==> src/rtl/lpcs_pkg.sv <==
// ----------------------------------------------------------------------------
// lpcs_pkg: shared types and constants
// Field widths, item layout, codes and the MAC control struct for the
// pulse excited LPC synthesis block.
// ----------------------------------------------------------------------------
package lpcs_pkg;

  // Field widths
  localparam int IDX_W   = 4;
  localparam int COEF_W  = 16;
  localparam int SAMP_W  = 16;
  localparam int GAIN_W  = 15;
  localparam int MIX_W   = 16;
  localparam int PER_W   = 9;
  localparam int HIST_W  = 24;

  // Item layout in in_tdata, lowest bit up
  localparam int IDX_LSB  = 0;
  localparam int COEF_LSB = IDX_LSB + IDX_W;
  localparam int RES_LSB  = COEF_LSB + COEF_W;
  localparam int GAIN_LSB = RES_LSB + SAMP_W;
  localparam int MIX_LSB  = GAIN_LSB + GAIN_W;
  localparam int PER_LSB  = MIX_LSB + MIX_W;
  localparam int IN_DATA_W  = 80;
  localparam int OUT_DATA_W = 24;

  // Shared multiplier operands: 18-bit signed by 24-bit signed
  localparam int OPA_W  = 18;
  localparam int OPB_W  = 24;
  localparam int PROD_W = OPA_W + OPB_W;

  // Mix weight in Q15, clamped value needs one more bit
  localparam int MIXC_W = MIX_W + 1;
  localparam logic [MIXC_W-1:0] Q15_ONE = 17'd32768;
  localparam int Q15_SHIFT = 15;

  // Q12 coefficient rounding
  localparam int Q12_SHIFT = 12;
  localparam int Q12_HALF  = 2048;

  // Output saturation bounds
  localparam int HIST_MAX = 8388607;
  localparam int HIST_MIN = -8388608;

  // Pulse stays on for this many samples after a restart
  localparam int PULSE_WIDTH = 3;

  // Request kinds carried in in_tuser
  localparam logic REQ_COEF   = 1'b0;
  localparam logic REQ_SAMPLE = 1'b1;

  // MAC control: load writes the product, accum adds it
  typedef struct packed {
    logic load;
    logic accum;
  } mac_ctl_t;

endpackage

==> src/rtl/pulse_excited_lpc_synthesis_top.sv <==
// ----------------------------------------------------------------------------
// pulse_excited_lpc_synthesis_top: pulse excited LPC synthesis filter
// All-pole synthesis with a pulse/residual cross-faded excitation, built
// around one shared multiply-accumulate unit.
// ----------------------------------------------------------------------------
// Usage:
//   Items enter on the in_ stream. in_tuser selects the kind: a coefficient
//   load writes one Q12 tap (taps at or beyond ORDER are ignored); a sample
//   item carries residual, gain, mix weight and pulse spacing and yields one
//   24-bit synthesized sample on the out_ stream. A sample item is taken in
//   S_IDLE, cross-faded on the shared multiplier in S_MIX0 and S_MIX1,
//   filtered one tap each cycle through the shared multiplier (tap 0 in
//   S_VCAP, the rest in S_TAP), then rounded, saturated and shifted into
//   the history in S_FIN. in_tready is low after the accepting edge until
//   the item is done, so no new item is taken while a sample is in flight.
//   out_tvalid rises in the same cycle that in_tready returns.
//   The result sits in an output register; the next item is accepted while
//   it waits. If the receiver still holds off when the following result is
//   ready, the block holds in its final step until the register frees.
//   Reset clears the history, the pulse counter and the output valid flag.
//   Coefficients are not cleared and must be loaded before use.
// ----------------------------------------------------------------------------
module pulse_excited_lpc_synthesis_top #(
  parameter int ORDER = 16
) (
  input  logic        clk,
  input  logic        rst_n,
  input  logic        in_tvalid,
  output logic        in_tready,
  // fields from bit 0: coef_index[4], coef_value[16], residual[16],
  // pulse_gain[15], mix_weight[16], pulse_spacing[9], zero pad[4]
  input  logic [79:0] in_tdata,
  // fields from bit 0: req_type[1]
  input  logic        in_tuser,
  output logic        out_tvalid,
  input  logic        out_tready,
  // fields from bit 0: synth_sample[24]
  output logic [23:0] out_tdata
);
  import lpcs_pkg::*;

  localparam int TAP_W = (ORDER > 1) ? $clog2(ORDER) : 1;
  localparam int ACC_W = PROD_W + $clog2(ORDER + 1);
  localparam int PRED_W = ACC_W - Q12_SHIFT;
  localparam int YS_W  = PRED_W + 1;
  localparam logic [TAP_W-1:0] LAST_TAP = TAP_W'(ORDER - 1);
  localparam logic signed [YS_W-1:0] Y_MAX = YS_W'(HIST_MAX);
  localparam logic signed [YS_W-1:0] Y_MIN = YS_W'(HIST_MIN);
  localparam logic signed [ACC_W-1:0] RND_Q12 = ACC_W'(Q12_HALF);
  localparam logic signed [ACC_W-1:0] RND_Q15 = ACC_W'((1 << Q15_SHIFT) - 1);

  typedef enum logic [2:0] {
    S_IDLE, S_MIX0, S_MIX1, S_VCAP, S_TAP, S_FIN
  } state_t;

  // Unpack the input item
  logic [IDX_W-1:0]         f_idx;
  logic signed [COEF_W-1:0] f_coef;
  logic signed [SAMP_W-1:0] f_res;
  logic [GAIN_W-1:0]        f_gain;
  logic [MIX_W-1:0]         f_mix;
  logic [PER_W-1:0]         f_per;

  assign f_idx  = in_tdata[IDX_LSB  +: IDX_W];
  assign f_coef = in_tdata[COEF_LSB +: COEF_W];
  assign f_res  = in_tdata[RES_LSB  +: SAMP_W];
  assign f_gain = in_tdata[GAIN_LSB +: GAIN_W];
  assign f_mix  = in_tdata[MIX_LSB  +: MIX_W];
  assign f_per  = in_tdata[PER_LSB  +: PER_W];

  state_t                   state_r;
  logic [TAP_W-1:0]         tap_r;
  logic signed [SAMP_W-1:0] res_r;
  logic [MIXC_W-1:0]        mix_r;
  logic signed [SAMP_W-1:0] v_r;
  logic                     out_valid_r;
  logic [OUT_DATA_W-1:0]    out_data_r;
  logic signed [COEF_W-1:0] coef_r [ORDER];
  logic signed [HIST_W-1:0] hist_r [ORDER];

  logic                     in_acc;
  logic                     sample_acc;
  logic                     out_free;
  logic                     out_load;
  logic [GAIN_W-1:0]        exc;
  mac_ctl_t                 mac_ctl;
  logic signed [OPA_W-1:0]  op_a;
  logic signed [OPB_W-1:0]  op_b;
  logic signed [ACC_W-1:0]  acc;
  logic signed [ACC_W-1:0]  acc_v;
  logic signed [ACC_W-1:0]  acc_rnd;
  logic signed [PRED_W-1:0] pred;
  logic signed [YS_W-1:0]   y_sum;
  logic signed [HIST_W-1:0] y_sat;
  logic signed [COEF_W-1:0] coef_rd;
  logic signed [HIST_W-1:0] hist_rd;

  assign in_tready  = (state_r == S_IDLE);
  assign in_acc     = in_tvalid && in_tready;
  assign sample_acc = in_acc && (in_tuser == REQ_SAMPLE);
  assign out_free   = !out_valid_r || out_tready;
  assign out_load   = (state_r == S_FIN) && out_free;
  assign out_tvalid = out_valid_r;
  assign out_tdata  = out_data_r;

  lpcs_pulse u_pulse (
    .clk    (clk),
    .rst_n  (rst_n),
    .step   (sample_acc),
    .gain   (f_gain),
    .period (f_per),
    .exc    (exc)
  );

  lpcs_mac #(
    .ACC_W (ACC_W)
  ) u_mac (
    .clk  (clk),
    .ctl  (mac_ctl),
    .op_a (op_a),
    .op_b (op_b),
    .acc  (acc)
  );

  assign coef_rd = coef_r[tap_r];
  assign hist_rd = hist_r[tap_r];

  // Feed the shared multiplier according to the step
  always_comb begin
    mac_ctl = '0;
    op_a    = '0;
    op_b    = '0;
    unique case (state_r)
      S_MIX0: begin
        mac_ctl.load = 1'b1;
        op_a = $signed({1'b0, Q15_ONE - mix_r});
        op_b = {{(OPB_W-SAMP_W){res_r[SAMP_W-1]}}, res_r};
      end
      S_MIX1: begin
        mac_ctl.accum = 1'b1;
        op_a = $signed({1'b0, mix_r});
        op_b = $signed({{(OPB_W-GAIN_W){1'b0}}, exc});
      end
      S_VCAP: begin
        mac_ctl.load = 1'b1;
        op_a = {{(OPA_W-COEF_W){coef_rd[COEF_W-1]}}, coef_rd};
        op_b = hist_rd;
      end
      S_TAP: begin
        mac_ctl.accum = 1'b1;
        op_a = {{(OPA_W-COEF_W){coef_rd[COEF_W-1]}}, coef_rd};
        op_b = hist_rd;
      end
      default: begin
        mac_ctl = '0;
      end
    endcase
  end

  // Cross-fade divide by 2^15, truncated toward zero
  assign acc_v = acc + (acc[ACC_W-1] ? RND_Q15 : '0);

  // Q12 round half up, add excitation, saturate
  assign acc_rnd = acc + RND_Q12;
  assign pred    = acc_rnd[ACC_W-1:Q12_SHIFT];
  assign y_sum   = {pred[PRED_W-1], pred}
                 + {{(YS_W-SAMP_W){v_r[SAMP_W-1]}}, v_r};

  always_comb begin
    priority if (y_sum > Y_MAX) begin
      y_sat = HIST_W'(HIST_MAX);
    end else if (y_sum < Y_MIN) begin
      y_sat = HIST_W'(HIST_MIN);
    end else begin
      y_sat = y_sum[HIST_W-1:0];
    end
  end

  // Coefficient table: written by load items, no reset
  always_ff @(posedge clk) begin
    if (in_acc && (in_tuser == REQ_COEF) && (32'(f_idx) < ORDER)) begin
      coef_r[TAP_W'(f_idx)] <= f_coef;
    end
  end

  // Sequencer, history and output register
  always_ff @(posedge clk) begin
    if (!rst_n) begin
      state_r     <= S_IDLE;
      tap_r       <= '0;
      out_valid_r <= 1'b0;
      for (int j = 0; j < ORDER; j++) begin
        hist_r[j] <= '0;
      end
    end else begin
      if (out_load) begin
        out_valid_r <= 1'b1;
      end else if (out_tready) begin
        out_valid_r <= 1'b0;
      end
      unique case (state_r)
        S_IDLE: begin
          tap_r <= '0;
          if (sample_acc) begin
            res_r   <= f_res;
            mix_r   <= (f_mix > MIX_W'(Q15_ONE)) ? Q15_ONE : {1'b0, f_mix};
            state_r <= S_MIX0;
          end
        end
        S_MIX0: begin
          state_r <= S_MIX1;
        end
        S_MIX1: begin
          state_r <= S_VCAP;
        end
        S_VCAP: begin
          // capture the faded sample while tap 0 loads the accumulator
          v_r <= acc_v[Q15_SHIFT +: SAMP_W];
          if (tap_r == LAST_TAP) begin
            state_r <= S_FIN;
          end else begin
            tap_r   <= tap_r + 1'b1;
            state_r <= S_TAP;
          end
        end
        S_TAP: begin
          if (tap_r == LAST_TAP) begin
            state_r <= S_FIN;
          end else begin
            tap_r <= tap_r + 1'b1;
          end
        end
        S_FIN: begin
          // hold until the output register can take the sample
          if (out_load) begin
            out_data_r <= y_sat;
            for (int j = ORDER - 1; j > 0; j--) begin
              hist_r[j] <= hist_r[j-1];
            end
            hist_r[0] <= y_sat;
            state_r   <= S_IDLE;
          end
        end
        default: begin
          state_r <= S_IDLE;
        end
      endcase
    end
  end

endmodule

==> src/rtl/lpcs_mac.sv <==
// ----------------------------------------------------------------------------
// lpcs_mac: shared multiply-accumulate unit
// One signed multiplier feeding a registered accumulator, used for both the
// cross-fade and every filter tap.
// ----------------------------------------------------------------------------
module lpcs_mac #(
  parameter int ACC_W = 47
) (
  input  logic                              clk,
  input  lpcs_pkg::mac_ctl_t                ctl,
  input  logic signed [lpcs_pkg::OPA_W-1:0] op_a,
  input  logic signed [lpcs_pkg::OPB_W-1:0] op_b,
  output logic signed [ACC_W-1:0]           acc
);
  import lpcs_pkg::*;

  logic signed [PROD_W-1:0] prod;
  logic signed [ACC_W-1:0]  prod_ext;
  logic signed [ACC_W-1:0]  acc_r;

  assign prod     = op_a * op_b;
  assign prod_ext = {{(ACC_W-PROD_W){prod[PROD_W-1]}}, prod};
  assign acc      = acc_r;

  always_ff @(posedge clk) begin
    if (ctl.load) begin
      acc_r <= prod_ext;
    end else if (ctl.accum) begin
      acc_r <= acc_r + prod_ext;
    end
  end

endmodule

==> src/rtl/lpcs_pulse.sv <==
// ----------------------------------------------------------------------------
// lpcs_pulse: pulse excitation generator
// Counts samples against the pitch period and emits the gain for the first
// samples of each period, zero otherwise.
// ----------------------------------------------------------------------------
module lpcs_pulse (
  input  logic                             clk,
  input  logic                             rst_n,
  input  logic                             step,
  input  logic [lpcs_pkg::GAIN_W-1:0]      gain,
  input  logic [lpcs_pkg::PER_W-1:0]       period,
  output logic [lpcs_pkg::GAIN_W-1:0]      exc
);
  import lpcs_pkg::*;

  localparam logic [PER_W-1:0] WIDTH_CNT = PER_W'(PULSE_WIDTH);

  logic [PER_W-1:0]  count_r;
  logic [GAIN_W-1:0] exc_r;

  assign exc = exc_r;

  always_ff @(posedge clk) begin
    if (!rst_n) begin
      count_r <= '0;
    end else if (step) begin
      // restart on reaching the period, including a period that shrank
      if (count_r >= period) begin
        count_r <= '0;
      end else begin
        count_r <= count_r + 1'b1;
      end
    end
  end

  always_ff @(posedge clk) begin
    if (step) begin
      if (count_r >= period || count_r < WIDTH_CNT) begin
        exc_r <= gain;
      end else begin
        exc_r <= '0;
      end
    end
  end

endmodule
==> config.mk <==
export PLATFORM = sky130hd
export DESIGN_NAME = pulse_excited_lpc_synthesis_top
export DESIGN_NICKNAME = d
export VERILOG_FILES = /design/src/rtl/lpcs_pkg.sv /design/src/rtl/pulse_excited_lpc_synthesis_top.sv /design/src/rtl/lpcs_mac.sv /design/src/rtl/lpcs_pulse.sv
export SDC_FILE = /design/constraint.sdc
export NUM_CORES = 2
export LEC_CHECK = 0
export BUFFER_PORTS_ARGS = -buffer_cell sky130_fd_sc_hd__buf_4
export CORE_MARGIN = 8
export CORE_UTILIZATION = 30
export CTS_CLUSTER_SIZE = 25
export DETAILED_ROUTE_END_ITERATION = 10
export HOLD_SLACK_MARGIN = 0.03
export PLACE_DENSITY_LB_ADDON = 0.05
export SLEW_MARGIN = 20
export SYNTH_ARGS = -nofsm -noshare
export SYNTH_HDL_FRONTEND = slang
export SYNTH_SLANG_ARGS = --single-unit
==> constraint.sdc <==
create_clock -name clk -period 31.9 [get_ports clk]
set_input_delay 6.38 -clock clk [delete_from_list [all_inputs] [get_ports clk]]
set_output_delay 6.38 -clock clk [all_outputs]
set_load 0.01 [all_outputs]
==> flow_metrics.env <==
export IMPL_hold_path_class="flip-flop to flip-flop"
export IMPL_powerDensity_mw_per_mm2=86.68
export IMPL_fin_crit_sh_pct=44.64
export IMPL_final_common_cell="edfxtp_1"
export IMPL_start_kind="flip-flop"
export IMPL_cp_common_cell="fa_1"
export IMPL_drc=0
export IMPL_cp_end_kind="flip-flop"
export IMPL_die_w_um=445.7
export IMPL_cts_clk_slew_worst_paths_ps=70
export IMPL_max_freq_mhz=70.22
export IMPL_cts_max_level=3
export IMPL_comb_power_share_pct=54.2
export IMPL_synth_top_family_by_area="adder cells"
export IMPL_synth_mux_area_share_pct=8.578
export IMPL_drive_gt1_share_pct=13.49
export IMPL_synth_top_area_share_pct=41.97
export IMPL_clk_latency_ps=720
export IMPL_cpMaxStageDelayCell="buf_4"
export IMPL_ys_ff_latch=795
export IMPL_fin_area_mm2=0.06240
export IMPL_die_y_um=445.7
export IMPL_synth_edf_count=774
export IMPL_yosysSeqAreaShare_pct=42.73
export IMPL_yosys_warnings=0
export IMPL_synth_adder_area_share_pct=20.31
export IMPL_worst_slew_pin_slew_ps=1051
export IMPL_synth_avg_cell_area_um2=12.00
export IMPL_grt_max_degree=169
export IMPL_dieArea_mm2=0.1986
export IMPL_period_minus_slack_ps=14240
export IMPL_ff_latch_area_mm2=0.02368
export IMPL_ant_nets=0
export IMPL_io_buffers=106
export IMPL_pwr_share_clk_pct=20.5
export IMPL_tritoncts="done"
export IMPL_synth_compound_area_share_pct=7.056
export IMPL_nets=5402
export IMPL_cts_sinks=795
export IMPL_synth_area_leader_cell="edfxtp_1"
export IMPL_synthDistinctLibCells=90
export IMPL_dp_hpwl_um=107600
export IMPL_drv_cap=0
export IMPL_drt_iter0_drc=2255
export IMPL_start_util_pct=30.22
export IMPL_synth_ff_type="edfxtp_1"
export IMPL_power_leakage_nw=24.27
export IMPL_power_net_switching_mw=2.345
export IMPL_hold_violations=0
export IMPL_final_cell_mix="edfxtp_1, inv_1, and2_1"
export IMPL_grt_pass1_wl_um=239700
export IMPL_core_area_mm2=0.1833
export IMPL_grt_overflow=0
export IMPL_cts_hold_buffers_added=0
export IMPL_cts_path_max_buffers=3
export IMPL_grt_pass1_vias=36740
export IMPL_synth_xor_area_share_pct=2.736
export IMPL_io_pins=111
export IMPL_p_seq_share_pct=25.3
export IMPL_cts_buffers=97
export IMPL_grt_usage_pct=15.75
export IMPL_areaGrowthSynthToFinish_pct=12.67
export IMPL_ys_async_sr_fraction_pct=0
export IMPL_outcome="finished clean"
export IMPL_num_rows=157
export IMPL_drtPass1Iterations=5
export IMPL_placed_area_mm2=0.05924
export IMPL_crit_path_max_fanout=42
export IMPL_nFillCells=18340
export IMPL_synth_fp_nets=5342
export IMPL_synth_area_top_cells="edfxtp_1, fa_1, mux4_2, and2_1, ha_1"
export IMPL_required_ps=32330
export IMPL_cp_slowest_stage_delay_ps=840
export IMPL_synthCells=4615
export IMPL_synthesis_area_mm2=0.05538
export IMPL_swShare_pct=43.35
export IMPL_antenna_found_initial=11
export IMPL_intPower_mw=3.064
export IMPL_fin_skew_ps=38.00
export IMPL_wirelength_um=157600
export IMPL_slew_limit_headroom_pct=29.94
export IMPL_criticalPathCategory="flip-flop to flip-flop"
export IMPL_arrival_ps=14670
export IMPL_via_per_inst=4.796
export IMPL_multi_input_area_mm2=0.02899
export IMPL_cts_resized=0
export IMPL_final_setup_tns_ps=0
export IMPL_slew_violations=0
export IMPL_ctsRootBufferMaster="clkbuf_16"
export IMPL_rsz0062_at_grt="no"
export IMPL_post_cts_setup_buffers=0
export IMPL_gp_congestion=0.7540
export IMPL_synth_simple_area_share_pct=13.19
export IMPL_setup_viol=0
export IMPL_vdd_drop_max_uv=49.77
export IMPL_wl_per_cell_um=21.84
export IMPL_vias=34610
[power by group through the flow]
stage / registers [mW] / clock network, mW / logic, mW
final: 1.37 / 1.11 / 2.93
after global routing: 1.38 / 1.19 / 3.32
after CTS: 1.37 / 1.15 / 3.00
after detailed placement: 1.39 / 0 / 2.97
after global placement: 1.39 / 0 / 2.98
after floorplan: 1.37 / 0 / 2.15
[flip-flops by register name, summed over array words and instances (netlist names), 9 cells and up, named ones only]
signal	count
u_pulse.exc	15
u_pulse.count_r	9
res_r	16
coef_r	256
out_tdata	24
v_r	16
u_mac.acc	47
mix_r	16
hist_r	384
[stage by stage]
step                total power, mW  instances  setup WS [ps]  utilization (%)  hold WS (ps)
finish                        5.408       7216          17660            34.05         520.3
global route                  5.887       7216          16670            34.05         558.7
CTS                           5.515       7214          17410            34.04         523.6
detailed placement            4.364       7040          17450            32.32         504.4
global placement              4.372       7040          17490            32.32         502.1
floorplan                     3.522       4615          16280                -         474.8
[layout make-up]
class,count,area share (%)
diodes,2,0.008021
clock buffers,114,4.061
clock inverters,60,0.9946
inverters,549,3.315
multi-input cells,3047,46.46
flip-flops and latches,795,37.95
well taps,2464,4.941
repair buffers,185,2.266
[final timing paths]
path	depth (start not counted)	to	slack (ps)	start
min reg2reg	2	u_pulse.count_r[8]	520	u_pulse.count_r[8]
max reg2reg	41	u_mac.acc[44]	17660	flip-flop
max	41	u_mac.acc[44]	17660	flip-flop
min	2	u_pulse.count_r[8]	520	u_pulse.count_r[8]
[per-layer routing]
layer / track usage [%] / wire length [µm] / vias up
li1: - / - / 16080
met1: 21.87 / 73280 / 18000
met2: 26.60 / 77180 / 396
met3: 1.840 / 4240 / 131
met4: 3.315 / 2868 / 2
met5: 0 / 12 / -
[worst max-delay path: cells and delay by family, from the launching register on]
| kind | cells | cell delay [ps] |
|---|---|---|
| flip-flops | 1 | 790 |
| buffers and inverters | 8 | 2820 |
| AND/OR/NAND/NOR | 7 | 1330 |
| adder cells (fa/ha/maj) | 8 | 3760 |
| XOR/XNOR | 1 | 180 |
| multiplexers | 3 | 1510 |
| AO/OA/AOI/OAI | 14 | 3430 |
[logic make-up after synthesis]
| kind of cell | Yosys count |
|---|---|
| multiplexers | 231 |
| adder cells (fa/ha/maj) | 642 |
| AO/OA/AOI/OAI | 571 |
| flip-flops | 795 |
| AND/OR/NAND/NOR | 1430 |
| XOR/XNOR | 173 |
| buffers and inverters | 773 |
[synthesized netlist by cell type (29+ instances only)]
cell      number
nand3_1       74
xnor2_1      109
inv_1        548
o22ai_1       37
nand2_1      465
nor2b_1       66
buf_2         41
edfxtp_1     774
fa_1         428
mux2_2        29
xor2_1        64
o21ai_0       85
a22oi_1       32
and2_1       466
nor2_1       178
nand2b_1      32
clkbuf_1     158
mux4_2       192
nor3_1        38
a21oi_1      141
a21o_1        75
ha_1         214
(Power assumes the default switching activity.)
